### src/design/csq_pkg.sv
// csq_pkg: shared sizes, operation and status codes, and the control/status
// structs between the semaphore controller and datapath. No dependencies.
package csq_pkg;

  localparam int QUEUE_DEPTH     = 16;
  localparam int THREAD_ID_WIDTH = 8;
  localparam int COUNT_WIDTH     = 16;

  localparam int QADDR_W = (QUEUE_DEPTH > 1) ? $clog2(QUEUE_DEPTH) : 1;
  localparam int FILL_W  = $clog2(QUEUE_DEPTH + 1);
  // compare width for the open value against the count maximum
  localparam int INIT_CMP_W = (COUNT_WIDTH > 16) ? COUNT_WIDTH : 16;

  localparam logic [COUNT_WIDTH-1:0] COUNT_MAX = {COUNT_WIDTH{1'b1}};

  typedef enum logic [1:0] {
    MODE_OPEN   = 2'd0,
    MODE_WAIT   = 2'd1,
    MODE_SIGNAL = 2'd2,
    MODE_CLOSE  = 2'd3
  } mode_t;

  typedef enum logic [2:0] {
    ST_OK      = 3'd0,
    ST_BLOCKED = 3'd1,
    ST_WOKEN   = 3'd2,
    ST_CLOSED  = 3'd3,
    ST_FULL    = 3'd4,
    ST_SAT     = 3'd5,
    ST_NONE    = 3'd6
  } status_t;

  typedef enum logic {
    S_IDLE = 1'b0,
    S_EXEC = 1'b1
  } ctl_state_t;

  typedef struct packed {
    logic latch;  // capture the incoming operation
    logic load;   // commit one step and load the result register
  } ctl_cmd_t;

  typedef struct packed {
    logic more;   // close still has waiters after this step
  } dp_sts_t;

endpackage

### src/design/csq_ram.sv
// csq_ram: generic single-write, single-read RAM with registered read data.
// Self-contained, no package dependency.
module csq_ram #(
  parameter int WIDTH = 8,
  parameter int DEPTH = 16
) (
  input  logic                                       clk,
  input  logic                                       wr_en,
  input  logic [((DEPTH > 1) ? $clog2(DEPTH) : 1)-1:0] wr_addr,
  input  logic [WIDTH-1:0]                           wr_data,
  input  logic [((DEPTH > 1) ? $clog2(DEPTH) : 1)-1:0] rd_addr,
  output logic [WIDTH-1:0]                           rd_data
);

  logic [WIDTH-1:0] mem [DEPTH];

  always_ff @(posedge clk) begin
    if (wr_en) begin
      mem[wr_addr] <= wr_data;
    end
    rd_data <= mem[rd_addr];
  end

endmodule

### src/design/csq_ctrl.sv
// csq_ctrl: two-state controller; owns the input handshake and the result
// valid flag. Depends on csq_pkg for the state type and command structs.
module csq_ctrl (
  input  logic              clk,
  input  logic              rst_n,
  input  logic              in_valid,
  output logic              in_stall,
  output logic              out_valid,
  input  logic              out_stall,
  input  csq_pkg::dp_sts_t  sts,
  output csq_pkg::ctl_cmd_t cmd
);
  import csq_pkg::*;

  ctl_state_t state_r, state_nxt;
  logic       out_valid_r, out_valid_nxt;
  logic       out_free;

  // result register can take a new beat
  assign out_free = !out_valid_r || !out_stall;

  always_comb begin
    state_nxt = state_r;
    case (state_r)
      S_IDLE: begin
        if (in_valid) begin
          state_nxt = S_EXEC;
        end
      end
      S_EXEC: begin
        if (out_free && !sts.more) begin
          state_nxt = S_IDLE;
        end
      end
      default: state_nxt = S_IDLE;
    endcase
  end

  always_comb begin
    cmd.latch = 1'b0;
    cmd.load  = 1'b0;
    in_stall  = 1'b1;
    case (state_r)
      S_IDLE: begin
        in_stall  = 1'b0;
        cmd.latch = in_valid;
      end
      S_EXEC: begin
        cmd.load = out_free;
      end
      default: begin
        in_stall = 1'b1;
      end
    endcase
  end

  always_comb begin
    if (cmd.load) begin
      out_valid_nxt = 1'b1;
    end else if (out_stall) begin
      out_valid_nxt = out_valid_r;
    end else begin
      out_valid_nxt = 1'b0;
    end
  end

  always_ff @(posedge clk) begin
    if (!rst_n) begin
      state_r     <= S_IDLE;
      out_valid_r <= 1'b0;
    end else begin
      state_r     <= state_nxt;
      out_valid_r <= out_valid_nxt;
    end
  end

  assign out_valid = out_valid_r;

endmodule

### src/design/csq_dp.sv
// csq_dp: semaphore count, closed mark, wait queue pointers and result
// registers; the queue itself lives in a csq_ram. Depends on csq_pkg, csq_ram.
module csq_dp (
  input  logic              clk,
  input  logic              rst_n,
  input  csq_pkg::ctl_cmd_t cmd,
  output csq_pkg::dp_sts_t  sts,
  input  logic [1:0]        in_mode,
  input  logic [7:0]        in_thread_id,
  input  logic [15:0]       in_init_value,
  output logic [2:0]        out_status,
  output logic [7:0]        out_woken_thread,
  output logic              out_wake_error,
  output logic [15:0]       out_count_now,
  output logic              out_last
);
  import csq_pkg::*;

  // captured operation
  mode_t                      mode_r;
  logic [THREAD_ID_WIDTH-1:0] tid_r;
  logic [15:0]                init_r;

  // semaphore state
  logic [COUNT_WIDTH-1:0] count_r, count_nxt;
  logic                   closed_r, closed_nxt;
  logic [QADDR_W-1:0]     head_r, head_nxt;
  logic [QADDR_W-1:0]     tail_r, tail_nxt;
  logic [FILL_W-1:0]      fill_r, fill_nxt;

  // result registers
  logic [2:0]  status_r;
  logic [7:0]  woken_r;
  logic        err_r;
  logic [15:0] cnt_out_r;
  logic        last_r;

  logic [THREAD_ID_WIDTH+7:0] tid_ext;
  logic [THREAD_ID_WIDTH-1:0] rd_tid;
  logic [THREAD_ID_WIDTH+7:0] rd_ext;
  logic [INIT_CMP_W-1:0]      init_cmp;
  logic [COUNT_WIDTH+15:0]    cnt_ext;
  logic [COUNT_WIDTH-1:0]     open_count;

  status_t                    res_status;
  logic [THREAD_ID_WIDTH-1:0] res_tid;
  logic                       res_err;
  logic                       res_last;
  logic                       enq, deq;
  logic [COUNT_WIDTH-1:0]     step_count;
  logic                       step_closed;
  logic                       step_reset_q;

  assign tid_ext = {{THREAD_ID_WIDTH{1'b0}}, in_thread_id};

  always_ff @(posedge clk) begin
    if (cmd.latch) begin
      mode_r <= mode_t'(in_mode);
      tid_r  <= tid_ext[THREAD_ID_WIDTH-1:0];
      init_r <= in_init_value;
    end
  end

  // open value saturates at the count maximum
  assign init_cmp = INIT_CMP_W'(init_r);
  always_comb begin
    if (init_cmp > INIT_CMP_W'(COUNT_MAX)) begin
      open_count = COUNT_MAX;
    end else begin
      open_count = init_cmp[COUNT_WIDTH-1:0];
    end
  end

  always_comb begin
    res_status   = ST_OK;
    res_tid      = '0;
    res_err      = 1'b0;
    res_last     = 1'b1;
    enq          = 1'b0;
    deq          = 1'b0;
    step_count   = count_r;
    step_closed  = closed_r;
    step_reset_q = 1'b0;
    case (mode_r)
      MODE_OPEN: begin
        step_count   = open_count;
        step_closed  = 1'b0;
        step_reset_q = 1'b1;
      end
      MODE_WAIT: begin
        if (closed_r) begin
          res_status = ST_CLOSED;
        end else if (count_r != '0) begin
          step_count = count_r - COUNT_WIDTH'(1);
        end else if (fill_r == FILL_W'(QUEUE_DEPTH)) begin
          res_status = ST_FULL;
        end else begin
          enq        = 1'b1;
          res_status = ST_BLOCKED;
        end
      end
      MODE_SIGNAL: begin
        if (closed_r) begin
          res_status = ST_CLOSED;
        end else if (fill_r != '0) begin
          deq        = 1'b1;
          res_status = ST_WOKEN;
          res_tid    = rd_tid;
        end else if (count_r == COUNT_MAX) begin
          res_status = ST_SAT;
        end else begin
          step_count = count_r + COUNT_WIDTH'(1);
        end
      end
      MODE_CLOSE: begin
        step_closed = 1'b1;
        if (fill_r == '0) begin
          res_status = ST_NONE;
        end else begin
          deq        = 1'b1;
          res_status = ST_WOKEN;
          res_tid    = rd_tid;
          res_err    = 1'b1;
          res_last   = (fill_r == FILL_W'(1));
        end
      end
      default: res_status = ST_OK;
    endcase
  end

  assign sts.more = (mode_r == MODE_CLOSE) && (fill_r > FILL_W'(1));

  always_comb begin
    count_nxt  = count_r;
    closed_nxt = closed_r;
    head_nxt   = head_r;
    tail_nxt   = tail_r;
    fill_nxt   = fill_r;
    if (cmd.load) begin
      count_nxt  = step_count;
      closed_nxt = step_closed;
      if (step_reset_q) begin
        head_nxt = '0;
        tail_nxt = '0;
        fill_nxt = '0;
      end else if (enq) begin
        tail_nxt = (tail_r == QADDR_W'(QUEUE_DEPTH - 1)) ? '0 : tail_r + QADDR_W'(1);
        fill_nxt = fill_r + FILL_W'(1);
      end else if (deq) begin
        head_nxt = (head_r == QADDR_W'(QUEUE_DEPTH - 1)) ? '0 : head_r + QADDR_W'(1);
        fill_nxt = fill_r - FILL_W'(1);
      end
    end
  end

  always_ff @(posedge clk) begin
    if (!rst_n) begin
      count_r  <= '0;
      closed_r <= 1'b1;
      head_r   <= '0;
      tail_r   <= '0;
      fill_r   <= '0;
    end else begin
      count_r  <= count_nxt;
      closed_r <= closed_nxt;
      head_r   <= head_nxt;
      tail_r   <= tail_nxt;
      fill_r   <= fill_nxt;
    end
  end

  // read at the next head so the registered RAM output already holds the oldest waiter
  csq_ram #(
    .WIDTH (THREAD_ID_WIDTH),
    .DEPTH (QUEUE_DEPTH)
  ) u_queue (
    .clk     (clk),
    .wr_en   (cmd.load && enq),
    .wr_addr (tail_r),
    .wr_data (tid_r),
    .rd_addr (head_nxt),
    .rd_data (rd_tid)
  );

  assign rd_ext  = {8'b0, res_tid};
  assign cnt_ext = {16'b0, step_count};

  always_ff @(posedge clk) begin
    if (cmd.load) begin
      status_r  <= res_status;
      woken_r   <= rd_ext[7:0];
      err_r     <= res_err;
      cnt_out_r <= cnt_ext[15:0];
      last_r    <= res_last;
    end
  end

  assign out_status       = status_r;
  assign out_woken_thread = woken_r;
  assign out_wake_error   = err_r;
  assign out_count_now    = cnt_out_r;
  assign out_last         = last_r;

endmodule

### src/design/counting_semaphore_wait_queue_unit.sv
// counting_semaphore_wait_queue_unit: top level of the counting semaphore.
// Depends on csq_pkg, csq_ctrl, csq_dp (and csq_ram through csq_dp).
//
// Counting semaphore with a FIFO of blocked thread ids. Each input beat is
// one operation (open, wait, signal, close) and gives one result beat,
// except close, which gives one woken beat per queued waiter (oldest first,
// wake_error set) and out_last on the final one. An operation first
// captures the beat and reads the queue head from the queue RAM, then
// updates the state and loads the result register; a close with waiters
// drains one waiter per cycle while the output is not stalled. A new beat
// is taken while the previous result still waits in the output register.
// The state comes out of reset closed.
module counting_semaphore_wait_queue_unit (
  input  logic        clk,
  input  logic        rst_n,
  input  logic        in_valid,
  output logic        in_stall,
  input  logic [1:0]  in_mode,
  input  logic [7:0]  in_thread_id,
  input  logic [15:0] in_init_value,
  output logic        out_valid,
  input  logic        out_stall,
  output logic [2:0]  out_status,
  output logic [7:0]  out_woken_thread,
  output logic        out_wake_error,
  output logic [15:0] out_count_now,
  output logic        out_last
);
  import csq_pkg::*;

  ctl_cmd_t cmd;
  dp_sts_t  sts;

  csq_ctrl u_ctrl (
    .clk       (clk),
    .rst_n     (rst_n),
    .in_valid  (in_valid),
    .in_stall  (in_stall),
    .out_valid (out_valid),
    .out_stall (out_stall),
    .sts       (sts),
    .cmd       (cmd)
  );

  csq_dp u_dp (
    .clk              (clk),
    .rst_n            (rst_n),
    .cmd              (cmd),
    .sts              (sts),
    .in_mode          (in_mode),
    .in_thread_id     (in_thread_id),
    .in_init_value    (in_init_value),
    .out_status       (out_status),
    .out_woken_thread (out_woken_thread),
    .out_wake_error   (out_wake_error),
    .out_count_now    (out_count_now),
    .out_last         (out_last)
  );

endmodule

### config.mk
export PLATFORM = sky130hd
export DESIGN_NAME = counting_semaphore_wait_queue_unit
export DESIGN_NICKNAME = d
export VERILOG_FILES = /design/src/design/csq_pkg.sv /design/src/design/csq_ram.sv /design/src/design/csq_ctrl.sv /design/src/design/csq_dp.sv /design/src/design/counting_semaphore_wait_queue_unit.sv
export SDC_FILE = /design/constraint.sdc
export NUM_CORES = 1
export LEC_CHECK = 0
export ABC_CLOCK_PERIOD_IN_PS = 4260
export BUFFER_PORTS_ARGS = -buffer_cell sky130_fd_sc_hd__buf_2
export CAP_MARGIN = 20
export CORE_MARGIN = 4
export CORE_UTILIZATION = 61
export CTS_CLUSTER_DIAMETER = 40
export DETAILED_ROUTE_END_ITERATION = 10
export MAX_ROUTING_LAYER = met4
export PLACE_DENSITY = 0.9
export SETUP_SLACK_MARGIN = 0.05
export SYNTH_ARGS = -nofsm -noshare
export SYNTH_HDL_FRONTEND = slang
export SYNTH_SLANG_ARGS = --single-unit
export TNS_END_PERCENT = 100
### constraint.sdc
create_clock -name clk -period 4.26 [get_ports clk]
set_clock_uncertainty 0.1 [all_clocks]
set_input_delay 0.852 -clock clk [delete_from_list [all_inputs] [get_ports clk]]
set_output_delay 0.852 -clock clk [all_outputs]
set_load 0.02 [all_outputs]
**Word-level counts from Yosys, hierarchy flattened**

Memory sizes are Yosys's and may differ from the RTL's. A register that Yosys moved wholly into a read port is not among the register bits.
Cells that the tools add are included.

- Bits in registers: 87
- RAM bits: 128
- Logic and storage cells: 103
- Memories kept: 1

- Add/subtract/negate cells: 6
- Order comparisons: 2
- Eq/ne operators: 9
- Muxes and demuxes: 50
- Bitwise operators: 2
- Reductions and logical operators: 18

Memories:

| memory | words | bits a word | rd ports | clocked after memory_dff | write ports | line | text |
|---|---|---|---|---|---|---|---|
| u_dp.u_queue.mem | 16 | 8 | 1 | 1 | 1 | csq_ram.sv:15 | `logic [WIDTH-1:0] mem [DEPTH];` |

Operators by type and width:

| kind | count |
|---|---|
| $mux 16 | 6 |
| $pmux 16 s3 | 1 |
| $mux 4 | 8 |
| $mux 8 | 3 |
| $mux 3 | 7 |
| $mux 1 | 17 |
| $add 16x1->16 const B | 1 |
| $eq 16x16->1 const B | 1 |
| $gt 16x16->1 const B | 1 |
| $pmux 8 s2 | 1 |
| $reduce_bool 16->1 | 1 |
| $sub 16x1->16 const B | 1 |
| $mux 5 | 3 |
| $pmux 3 s3 | 1 |
| $add 4x1->4 const B | 2 |
| $eq 4x4->1 const B | 2 |
| $pmux 1 s2 | 3 |
| $reduce_and 2->1 | 3 |
| $add 5x1->5 const B | 1 |
| $eq 5x1->1 const B | 1 |
| $eq 5x5->1 const B | 1 |
| $gt 5x1->1 const B | 1 |
| $logic_not 5->1 | 1 |
| $reduce_bool 5->1 | 1 |
| 12 further kinds | 19 |

**Depth between registers and ports, before layout**

Gate-level depths: netlist of the first run.

- Word-level depth: 8
- Depth in mapped cells: 13
- Gate-level depth less buffers: 10

**By module**

Synthesis of the first run repeated with hierarchy kept, for this count alone.

- Cells, all modules: 745
- Area total of the unflattened synthesis: 10196.0 µm²

Modules (own cells, without submodules):

| module | instances | cells an instance | area an instance (µm²) | seq. area each (µm²) |
|---|---|---|---|---|
| csq_ram | 1 | 229 | 5147.4 | 4003.8 |
| csq_dp | 1 | 506 | 4958.5 | 2252.2 |
| csq_ctrl | 1 | 10 | 90.1 | 40.0 |

**Worst setup path before layout of the first run**

No wires, ideal clock.

- Path type: in2reg
- Start: input port out_stall
- End: register u_dp.count_r[15]
- Arrival time: 2851 ps
- Required time: 4065 ps
- Path slack: 1214 ps
- Cell stages on the path: 7
- Buffers on the path: 2
- Cell sequence: nand2_1 nand2_1 inv_1 clkbuf_1 clkbuf_1 o21ai_0 a221oi_1

RTL lines:

| what | line | text |
|---|---|---|
| start: declaration | counting_semaphore_wait_queue_unit.sv:22 | `input logic out_stall,` |
| end signal: assignment | csq_dp.sv:164 | `count_r <= count_nxt;` |
| end: declaration | csq_dp.sv:25 | `logic [COUNT_WIDTH-1:0] count_r, count_nxt;` |

**Worst setup path after layout of the first run**

- Start: register u_dp.fill_r[0]
- End: register u_dp.u_queue.rd_data[3] (read register of u_dp.u_queue.mem)

- Cells in the longest elaborated chain, start to end: 8

Ends and longest elaborated chain:

| what | line | text |
|---|---|---|
| start: declaration | csq_dp.sv:29 | `logic [FILL_W-1:0] fill_r, fill_nxt;` |
| start signal: assignment | csq_dp.sv:168 | `fill_r <= fill_nxt;` |
| $reduce_bool 5->1 / $eq 5x5->1 (equally long branches) | csq_dp.sv:105, csq_dp.sv:95 |  |
| $mux 1, on equally long branches | csq_dp.sv:105, csq_dp.sv:95 |  |
| $mux 1, on equally long branches | csq_dp.sv:103, csq_dp.sv:93 |  |
| $pmux 1 s2 / $mux 1 (equally long branches) | csq_dp.sv:84, csq_dp.sv:91 |  |
| $mux 4 / $mux 1 (equally long branches) | csq_dp.sv:149, csq_dp.sv:84 |  |
| $mux 4 * | csq_dp.sv:146 | `end else if (enq) begin` |
| $mux 4 * | csq_dp.sv:142 | `if (step_reset_q) begin` |
| $mux 4 * | csq_dp.sv:139 | `if (cmd.load) begin` |
| end: declaration | csq_ram.sv:12 | `output logic [WIDTH-1:0] rd_data` |

Mark *: on every way between the ends. The rest lies on a longest branch, timed or not.
A chain may end at the register's enable or synchronous reset.

==> results.json, run 1 <==
{
  "finalCritPeriodShare_pct": 87.2,
  "grt_max_degree": 48,
  "ant_nets": 0,
  "clockRootBuffer": "clkbuf_16",
  "fin_crit_ns": 3.71,
  "synthToLayoutAreaGrowth_pct": 15.5,
  "cts.sinks": 223,
  "reg2regPathDepth": 11,
  "holdPathStages": 1,
  "critPathCaptureType": "register",
  "gp_congestion": 0.935,
  "p_sw_mw": 1.33,
  "die_w_um": 136,
  "n_fill_cell": 1006,
  "combPwrFrac_pct": 7.1,
  "layout_commonest_cell": "edfxtp_1",
  "mostFrequentLayoutCells": "edfxtp_1, nand2_1, nor2_1",
  "cts_resized": 0,
  "clock_latency_ns": 0.54,
  "yosys_register_bits": 223,
  "cp-start-kind": "register",
  "switching_share_pct": 23.8,
  "crit_type": "register to register",
  "cp.arrival_ns": 4.04,
  "fin_ws_ns": 0.547,
  "coreArea_sq_um": 15900,
  "antenna_found_initial": 0,
  "syn_nets": 860,
  "vias": 7139,
  "yosys_warnings": 0,
  "io_pins": 61,
  "grt_first_pass_wirelength_um": 37700,
  "ir_worst_vdd_mv": 0.418,
  "port-buffer-count": 60,
  "required_ns": 4.58,
  "synth_cell_types": 65,
  "worst_hold_startpoint": "in_mode[1]",
  "fin_tns_setup_ns": 0,
  "nNetsFinal": 912,
  "p_seq_share_pct": 44.9,
  "cts_tree": "done",
  "path_max_fanout": 21,
  "p_clk_share_pct": 48.0,
  "totalWireLength_um": 23600,
  "dpl_cell_area_sq_um": 10400,
  "intPower_mw": 4.25,
  "grt-ovfl-total": 0,
  "rsz0062_at_grt": "no",
  "drv_slew": 0,
  "mappedNetlistArea_sq_um": 9990,
  "status": "complete, no violations",
  "p_per_area_nw_per_um2": 483,
  "drv_cap": 0,
  "track_usage_pct": 26.7,
  "ctsHoldBuffers": 0,
  "drc": 0,
  "htreeDepth": 1,
  "hpwl_um": 14800,
  "cts.clk_slew.worst_paths_ns": 0.06,
  "synth_seq_area_share_pct": 63.0,
  "synth-edff-count": 183,
  "hold_path.class": "input pin to register",
  "hold_end": "u_dp.mode_r[1]$_DFFE_PP_",
  "reg2reg_to": "u_dp.u_queue.rd_data[3]$_DFF_P_",
  "setup_viol": 0,
  "placementRows": 46,
  "die_h_um": 136,
  "via_per_inst": 6.45,
  "syn_inst": 814,
  "drive_gt1_share_pct": 16.6,
  "fmax_mhz": 269,
  "grt_pass1_vias": 6961,
  "rr_startpoint": "u_dp.fill_r[0]$_SDFFE_PN0P_",
  "rrSetupSlack_ns": 0.55,
  "hold_viol_final": 0,
  "dieArea_sq_um": 18500,
  "wl_per_cell_um": 21.3,
  "finalInstanceArea_sq_um": 11500,
  "drt_iter0_markers": 956,
  "p_leak_nw": 4.00,
  "numCtsBuffers": 30,
  "place_ws_ns": 0.621,
  "cts_buffer_depth": 3,
  "worstMarginPinSlew_ns": 0.958,
  "post_cts_buffers": 0,
  "start_util_pct": 62.7,
  "slew_headroom_pct": 35.9,
  "synth.avg_cell_area_sq_um": 12.3,
  "synth_ff_type": "edfxtp_1",
  "dr.pass1.iters": 6,
  "postSynth.asyncResetShare_pct": 0
}
-- worst max-delay path by stage --
| stage | start | endpoint | slack (ns) | depth (start not counted) |
|---|---|---|---|---|
| 2_1_floorplan | out_stall | u_dp.count_r[15]$_SDFFE_PN0P_ | 1.21 | 7 |
| 3_3_place_gp | u_dp.fill_r[0]$_SDFFE_PN0P_ | u_dp.u_queue.rd_data[3]$_DFF_P_ | 0.79 | 11 |
| 3_5_place_dp | u_dp.count_r[1]$_SDFFE_PN0P_ | u_dp.u_queue.rd_data[2]$_DFF_P_ | 0.62 | 11 |
| 4_1_cts | u_dp.fill_r[0]$_SDFFE_PN0P_ | u_dp.u_queue.rd_data[3]$_DFF_P_ | 0.56 | 11 |
| 5_1_grt | u_dp.count_r[3]$_SDFFE_PN0P_ | u_dp.u_queue.rd_data[3]$_DFF_P_ | 0.33 | 9 |
| 6_report | u_dp.fill_r[0]$_SDFFE_PN0P_ | u_dp.u_queue.rd_data[3]$_DFF_P_ | 0.55 | 11 |
-- kinds of logic after synthesis --
logic type / synth area share [%]
AND/OR/NAND/NOR: 11.6
flip-flops: 63.0
AO/OA/AOI/OAI: 13.2
buffers and inverters: 3.59
multiplexers: 5.21
XOR/XNOR: 1.40
adder cells (fa/ha/maj): 2.00
-- through the flow --
| stage | power (mW) | utilization, % | hold WS [ns] | instances |
|---|---|---|---|---|
| 2_1_floorplan | 2.80 | - | 0.382 | 814 |
| 3_3_place_gp | 2.91 | 65.5 | 0.388 | 1050 |
| 3_5_place_dp | 2.93 | 65.5 | 0.432 | 1050 |
| 4_1_cts | 5.59 | 72.4 | 0.370 | 1106 |
| 5_1_grt | 5.75 | 72.4 | 0.371 | 1106 |
| 6_report | 5.58 | 72.4 | 0.385 | 1107 |
-- layer usage --
metal / wire length (um) / share of wire [%] / track usage (%)
met5: 0 / 0 / -
met4: 559 / 2.4 / 7.45
met3: 2340 / 9.9 / 4.77
met1: 9400 / 40 / 35.6
met2: 11300 / 48 / 42.8
-- power by group through the flow --
stage	clock (mW)	combinational, mW	sequential [mW]
6_report	2.68	0.396	2.50
4_1_cts	2.70	0.389	2.50
3_3_place_gp	0	0.369	2.54
2_1_floorplan	0	0.271	2.53
5_1_grt	2.80	0.430	2.51
3_5_place_dp	0	0.383	2.55
-- layout make-up --
| cell class | instances | area, sq um | share of cell area, % |
|---|---|---|---|
| antenna | 1 | 2.50 | 0.0217 |
| clock buffer | 32 | 790 | 6.84 |
| clock inverter | 24 | 315 | 2.73 |
| inverter | 21 | 78.8 | 0.683 |
| multi-input combinational | 513 | 3350 | 29.0 |
| sequential | 223 | 6300 | 54.5 |
| tap | 216 | 270 | 2.34 |
| timing repair buffer | 77 | 440 | 3.82 |
-- worst max-delay path, stage by stage, from the launching register on --
cell	delay, ns
dfxtp_1	0.37
inv_1	0.11
ha_1	0.21
or4b_4	0.51
o21ai_1	0.16
a21oi_1	0.18
o211ai_4	0.65
buf_4	0.37
mux2i_1	0.28
mux2i_1	0.12
a22o_1	0.26
a221o_1	0.27
-- synthesized netlist by cell type (all sizes together) (2+ instances only) --
library cell  count  area [sq um]
a21oi            49           249
nor4              6          50.0
o211ai            3          32.5
nor2b             4          25.0
dfxtp            40           801
a32oi            19           166
o31ai             5          37.5
nor3             21           110
buf              28           171
a221oi            5          43.8
a22o             10          87.6
a311oi            2          17.5
mux2i            52           521
nand2b            4          25.0
a31oi             4          25.0
nand3            17          85.1
or3               5          31.3
xnor2            14           123
clkbuf           29           109
ha               16           200
o21ai            33           165
a222oi            2          20.0
nand4            12          75.1
a21o              8          60.1
o21a              6          45.0
a221o            13           130
xor2              2          17.5
o211a             2          20.0
a2111oi           2          17.5
and4              3          26.3
nand2            85           319
o22ai             3          18.8
a22oi             4          30.0
nor2             63           236
o311ai            2          35.0
o221a             2          22.5
and3              6          37.5
inv              21          78.8
a2bb2oi           2          17.5
and2             12          75.1
edfxtp          183          5500
-- state kept, by name, indices dropped and copies added (netlist names), 2 cells and up --
name,count
u_dp.head_r,4
u_dp.tid_r,8
u_dp.mode_r,2
u_dp.out_count_now,16
u_dp.init_cmp,16
u_dp.u_queue.mem,128
u_dp.tail_r,4
u_dp.count_r,16
u_dp.out_woken_thread,8
u_dp.out_status,3
u_dp.fill_r,5
u_dp.u_queue.rd_data,8
Note: power is estimated with default switching activity, not from simulation.
==> run 2: changes to the inputs <==
--- a/config.mk
+++ b/config.mk
@@ -8,13 +8,13 @@
 export ABC_CLOCK_PERIOD_IN_PS = 4260
 export BUFFER_PORTS_ARGS = -buffer_cell sky130_fd_sc_hd__buf_2
 export CAP_MARGIN = 20
-export CORE_MARGIN = 4
 export CORE_UTILIZATION = 61
 export CTS_CLUSTER_DIAMETER = 40
 export DETAILED_ROUTE_END_ITERATION = 10
 export MAX_ROUTING_LAYER = met4
 export PLACE_DENSITY = 0.9
 export SETUP_SLACK_MARGIN = 0.05
+export SKIP_CTS_REPAIR_TIMING = 1
 export SYNTH_ARGS = -nofsm -noshare
 export SYNTH_HDL_FRONTEND = slang
 export SYNTH_SLANG_ARGS = --single-unit
==> run 2 against run 1 <==
Largest power group is now sequential cells; setup slack improved by 0.16 ns; largest cell class unchanged; final cell count unchanged; wire length down 4.0%; core utilization decreased by 0.53 points.
==> results.json, run 2 (synthesis gave the netlist of run 1 again) <==
{
  "post-route-util_pct": 71.9,
  "start_util_pct": 62.7,
  "die_w_um": 130,
  "synthToLayoutAreaGrowth_pct": 14.7,
  "status": "complete, no violations",
  "cts_tree": "done",
  "regMostFlops": "u_dp.u_queue.mem",
  "antenna_found_initial": 0,
  "rrSetupSlack_ns": 0.71,
  "fmax_mhz": 281,
  "layout_commonest_cell": "edfxtp_1",
  "cpPeakStageDelay_ns": 0.70,
  "critPathCaptureType": "register",
  "vias": 7103,
  "drc": 0,
  "cp.arrival_ns": 3.94,
  "setup_viol": 0,
  "io_pins": 61,
  "cts_buffer_depth": 3,
  "fin_crit_ns": 3.55,
  "ant_nets": 0,
  "ir_worst_vdd_mv": 0.356,
  "dr.pass1.iters": 6,
  "dieArea_sq_um": 16900,
  "grt_max_degree": 35,
  "rsz0062_at_grt": "no",
  "grt_pass1_vias": 6907,
  "clockRootBuffer": "clkbuf_16",
  "port-buffer-count": 60,
  "hold_path.class": "input pin to register",
  "totalWireLength_um": 22600,
  "wl_per_cell_um": 20.4,
  "crit_type": "register to register",
  "coreArea_sq_um": 15900,
  "crit_slowest_cell": "nor2b_1",
  "drive_gt1_share_pct": 16.2,
  "grt-ovfl-total": 0,
  "fin_tns_setup_ns": 0,
  "p_leak_nw": 3.96,
  "slew_headroom_pct": 33.4,
  "gp_congestion": 0.924,
  "hpwl_um": 14200,
  "p_per_area_nw_per_um2": 465,
  "drt_iter0_markers": 956,
  "drv_slew": 0,
  "drv_cap": 0,
  "placementRows": 46,
  "numCtsBuffers": 30,
  "die_h_um": 130,
  "cts.sinks": 223,
  "nNetsFinal": 914,
  "cts.clk_slew.worst_paths_ns": 0.06,
  "finalCritPeriodShare_pct": 83.4,
  "cp-start-kind": "register",
  "worstMarginPinSlew_ns": 0.996,
  "hold_slack_ns": 0.384,
  "mostFrequentLayoutCells": "edfxtp_1, nand2_1, nor2_1",
  "clock_latency_ns": 0.54,
  "path_cells": "inv_1, ha_1, nor4b_2, and4_1, a21oi_1, a32oi_1, o21ai_1, nor2b_1, a22o_1, a221o_1",
  "grt_first_pass_wirelength_um": 35800,
  "required_ns": 4.64,
  "hold_viol_final": 0,
  "path_max_fanout": 8,
  "largest_reg_flops": 128,
  "track_usage_pct": 28.7,
  "antennaDiodeCount": 0,
  "htreeDepth": 1,
  "via_per_inst": 6.42
}
## run 2: critical path, delay by kind of cell, from the launching register on
family                     cells  cell delay [ns]
and+or+nand+nor                3             1.10
AOI/OAI and AO/OA              5             1.46
buffers and inverters          1             0.15
DFF                            1             0.46
adders and majority gates      1             0.22
## run 2: metal layers
metal  vias to the layer above  global-route usage (%)  part of all wire (%)
met5                         -                       -                     0
met4                         0                    12.4                   3.4
met3                        84                    5.37                   9.8
met2                       487                    45.0                    47
met1                      3341                    36.7                    39
li1                       3191                       -                     -
## run 2: final timing paths
kind                                       from                         endpoint  cells past startpoint
setup / recovery   u_dp.count_r[0]$_SDFFE_PN0P_  u_dp.u_queue.rd_data[6]$_DFF_P_                     10
hold / removal                  in_thread_id[2]          u_dp.tid_r[2]$_DFFE_PP_                      1
setup reg to reg   u_dp.count_r[0]$_SDFFE_PN0P_  u_dp.u_queue.rd_data[6]$_DFF_P_                     10
hold reg to reg   u_ctrl.out_valid$_SDFFE_PN0P_    u_ctrl.out_valid$_SDFFE_PN0P_                      2
## run 2: cell type report
class / instances / area (sq um)
Sequential cell: 223 / 6300
Fill cell: 1005 / 4480
Multi-Input combinational cell: 513 / 3350
Clock buffer: 33 / 783
Timing Repair Buffer: 79 / 475
Tap cell: 216 / 270
Clock inverter: 22 / 205
Inverter: 21 / 78.8
## run 2: power breakdown
group	leakage (nW)	total [mW]	internal, mW	switching, mW
logic	1.47	0.409	0.149	0.260
registers	2.00	2.50	2.43	0.0653
clock network	0.483	2.42	1.47	0.951
## run 2: through the flow
| stage | instances | power, mW | setup WS, ns | cell area, sq um |
|---|---|---|---|---|
| floorplan | 814 | 2.80 | 1.21 | 9990 |
| global placement | 1051 | 2.91 | 0.762 | 10400 |
| detailed placement | 1052 | 2.93 | 0.798 | 10500 |
| CTS | 1107 | 5.33 | 0.736 | 11500 |
| global route | 1107 | 5.48 | 0.486 | 11500 |
| finish | 1107 | 5.32 | 0.707 | 11500 |
==> run 3: changes to the inputs <==
--- a/config.mk
+++ b/config.mk
@@ -5,14 +5,14 @@
 export SDC_FILE = /design/constraint.sdc
 export NUM_CORES = 1
 export LEC_CHECK = 0
-export ABC_CLOCK_PERIOD_IN_PS = 4260
+export ABC_CLOCK_PERIOD_IN_PS = 3200
 export BUFFER_PORTS_ARGS = -buffer_cell sky130_fd_sc_hd__buf_2
 export CAP_MARGIN = 20
-export CORE_UTILIZATION = 61
+export CORE_UTILIZATION = 55
 export CTS_CLUSTER_DIAMETER = 40
 export DETAILED_ROUTE_END_ITERATION = 10
 export MAX_ROUTING_LAYER = met4
-export PLACE_DENSITY = 0.9
+export PLACE_DENSITY = 0.86
 export SETUP_SLACK_MARGIN = 0.05
 export SKIP_CTS_REPAIR_TIMING = 1
 export SYNTH_ARGS = -nofsm -noshare
==> constraint.sdc (replaced) <==
create_clock -name clk -period 3.2 [get_ports clk]
set_clock_uncertainty 0.1 [all_clocks]
set_input_delay 0.64 -clock clk [delete_from_list [all_inputs] [get_ports clk]]
set_output_delay 0.64 -clock clk [all_outputs]
set_load 0.02 [all_outputs]
==> run 3 against run 2 <==
Cell area increased by 2.0%; total power increased by 27%; register-to-register slack got worse by 0.55 ns; core utilization decreased by 5.2 points; wire length increased by 2.9%; critical path type unchanged; critical endpoint is now u_dp.u_queue.rd_data[2]$_DFF_P_; largest power group unchanged; highest routed layer unchanged.
==> results.json, run 3 (synthesis gave the netlist of run 1 again) <==
{
  "status": "complete, no violations",
  "combPwrFrac_pct": 9.0,
  "layout_commonest_cell": "edfxtp_1",
  "hold_path.class": "input pin to register",
  "rsz0062_at_grt": "yes",
  "drv_slew": 0,
  "via_per_inst": 6.32,
  "path_max_fanout": 16,
  "clockRootBuffer": "clkbuf_16",
  "cts.clk_slew.worst_paths_ns": 0.06,
  "antenna_found_initial": 0,
  "critPathCaptureType": "register",
  "place_ws_ns": 0.0753,
  "cts_tree": "done",
  "hold_slack_ns": 0.190,
  "setup_viol": 0,
  "p_clk_share_pct": 42.0,
  "drv_cap": 0,
  "grt_first_pass_wirelength_um": 36200,
  "die_w_um": 137,
  "worstMarginPinSlew_ns": 0.862,
  "cts_buffer_depth": 3,
  "fin_ws_ns": 0.158,
  "cts.sinks": 223,
  "drive_gt1_share_pct": 19.5,
  "clock_latency_ns": 0.52,
  "drc": 0,
  "grt_max_degree": 48,
  "hold_viol_final": 0,
  "fmax_mhz": 329,
  "grt-ovfl-total": 0,
  "fin_crit_ns": 3.04,
  "regMostFlops": "u_dp.u_queue.mem",
  "port-buffer-count": 60,
  "required_ns": 3.50,
  "io_pins": 61,
  "start_util_pct": 57.0,
  "p_per_area_nw_per_um2": 577,
  "hpwl_um": 14800,
  "htreeDepth": 1,
  "switching_share_pct": 24.1,
  "intPower_mw": 5.11,
  "slew_headroom_pct": 42.0,
  "post-route-util_pct": 66.6,
  "dr.pass1.iters": 8,
  "numCtsBuffers": 26,
  "crit_type": "register to register",
  "mostFrequentLayoutCells": "edfxtp_1, nand2_1, nor2_1",
  "track_usage_pct": 26.1,
  "p_leak_nw": 4.10,
  "nNetsFinal": 950,
  "synthToLayoutAreaGrowth_pct": 16.9,
  "finalCritPeriodShare_pct": 95.1,
  "drt_iter0_markers": 868,
  "totalWireLength_um": 23300,
  "gp_congestion": 0.887,
  "wl_per_cell_um": 20.2,
  "fin_tns_setup_ns": 0,
  "die_h_um": 137,
  "cp-start-kind": "register",
  "ir_worst_vdd_mv": 0.473,
  "placementRows": 48,
  "p_seq_share_pct": 49.1,
  "p_sw_mw": 1.63,
  "dieArea_sq_um": 18700,
  "grt_pass1_vias": 6669,
  "vias": 7266,
  "ant_nets": 0,
  "cp.arrival_ns": 3.35,
  "antennaDiodeCount": 0,
  "largest_reg_flops": 128,
  "coreArea_sq_um": 17500
}
## run 3: cell count changes in the layout (fill, tap and decap cells not counted), moves of 2 or more
cell       delta
buf_4        +36
buf_12        +4
clkbuf_1      +3
clkbuf_16     -3
clkinv_4      -3
inv_6         -2
## run 3: worst paths after layout
| kind | endpoint | from | cells past startpoint | slack, ns |
|---|---|---|---|---|
| setup reg to reg | u_dp.u_queue.rd_data[2]$_DFF_P_ | u_dp.fill_r[1]$_SDFFE_PN0P_ | 11 | 0.16 |
| setup / recovery | u_dp.u_queue.rd_data[2]$_DFF_P_ | u_dp.fill_r[1]$_SDFFE_PN0P_ | 11 | 0.16 |
| hold reg to reg | u_ctrl.out_valid$_SDFFE_PN0P_ | u_ctrl.out_valid$_SDFFE_PN0P_ | 2 | 0.43 |
| hold / removal | u_dp.init_cmp[3]$_DFFE_PP_ | in_init_value[3] | 1 | 0.19 |
## run 3: per-stage QoR
stage	std cells	power [mW]	instance area (sq um)
2_1_floorplan	814	3.73	9990
3_3_place_gp	1099	3.93	10800
3_5_place_dp	1099	3.94	10800
4_1_cts	1147	6.74	11600
5_1_grt	1149	6.93	11700
6_report	1149	6.74	11700
## run 3: layer usage
layer / vias up / routed length (um) / track usage, %
met2: 473 / 10600 / 38.4
met1: 3452 / 9540 / 37.3
met5: - / 0 / -
met3: 81 / 2400 / 3.44
met4: 0 / 714 / 9.22
li1: 3260 / - / -
## run 3: critical path, cell delays in order (launching register included)
cell      delay, ns
dfxtp_1        0.34
inv_1          0.11
ha_1           0.21
or4b_4         0.51
o21ai_2        0.12
a21oi_2        0.12
o211ai_4       0.33
buf_12         0.22
mux2i_1        0.24
mux2i_1        0.12
a22o_1         0.24
a221o_1        0.26
## run 3: layout make-up
cell class,instances,area [sq um]
Clock buffer,32,694
Clock inverter,16,139
Fill cell,1222,5850
Inverter,21,78.8
Multi-Input combinational cell,513,3370
Sequential cell,223,6300
Tap cell,225,282
Timing Repair Buffer,119,823
## run 3: power groups by stage
stage	registers, mW	clock network (mW)	logic, mW
4_1_cts	3.31	2.85	0.583
3_3_place_gp	3.36	0	0.566
2_1_floorplan	3.37	0	0.361
6_report	3.31	2.83	0.604
5_1_grt	3.32	2.96	0.652
3_5_place_dp	3.37	0	0.576
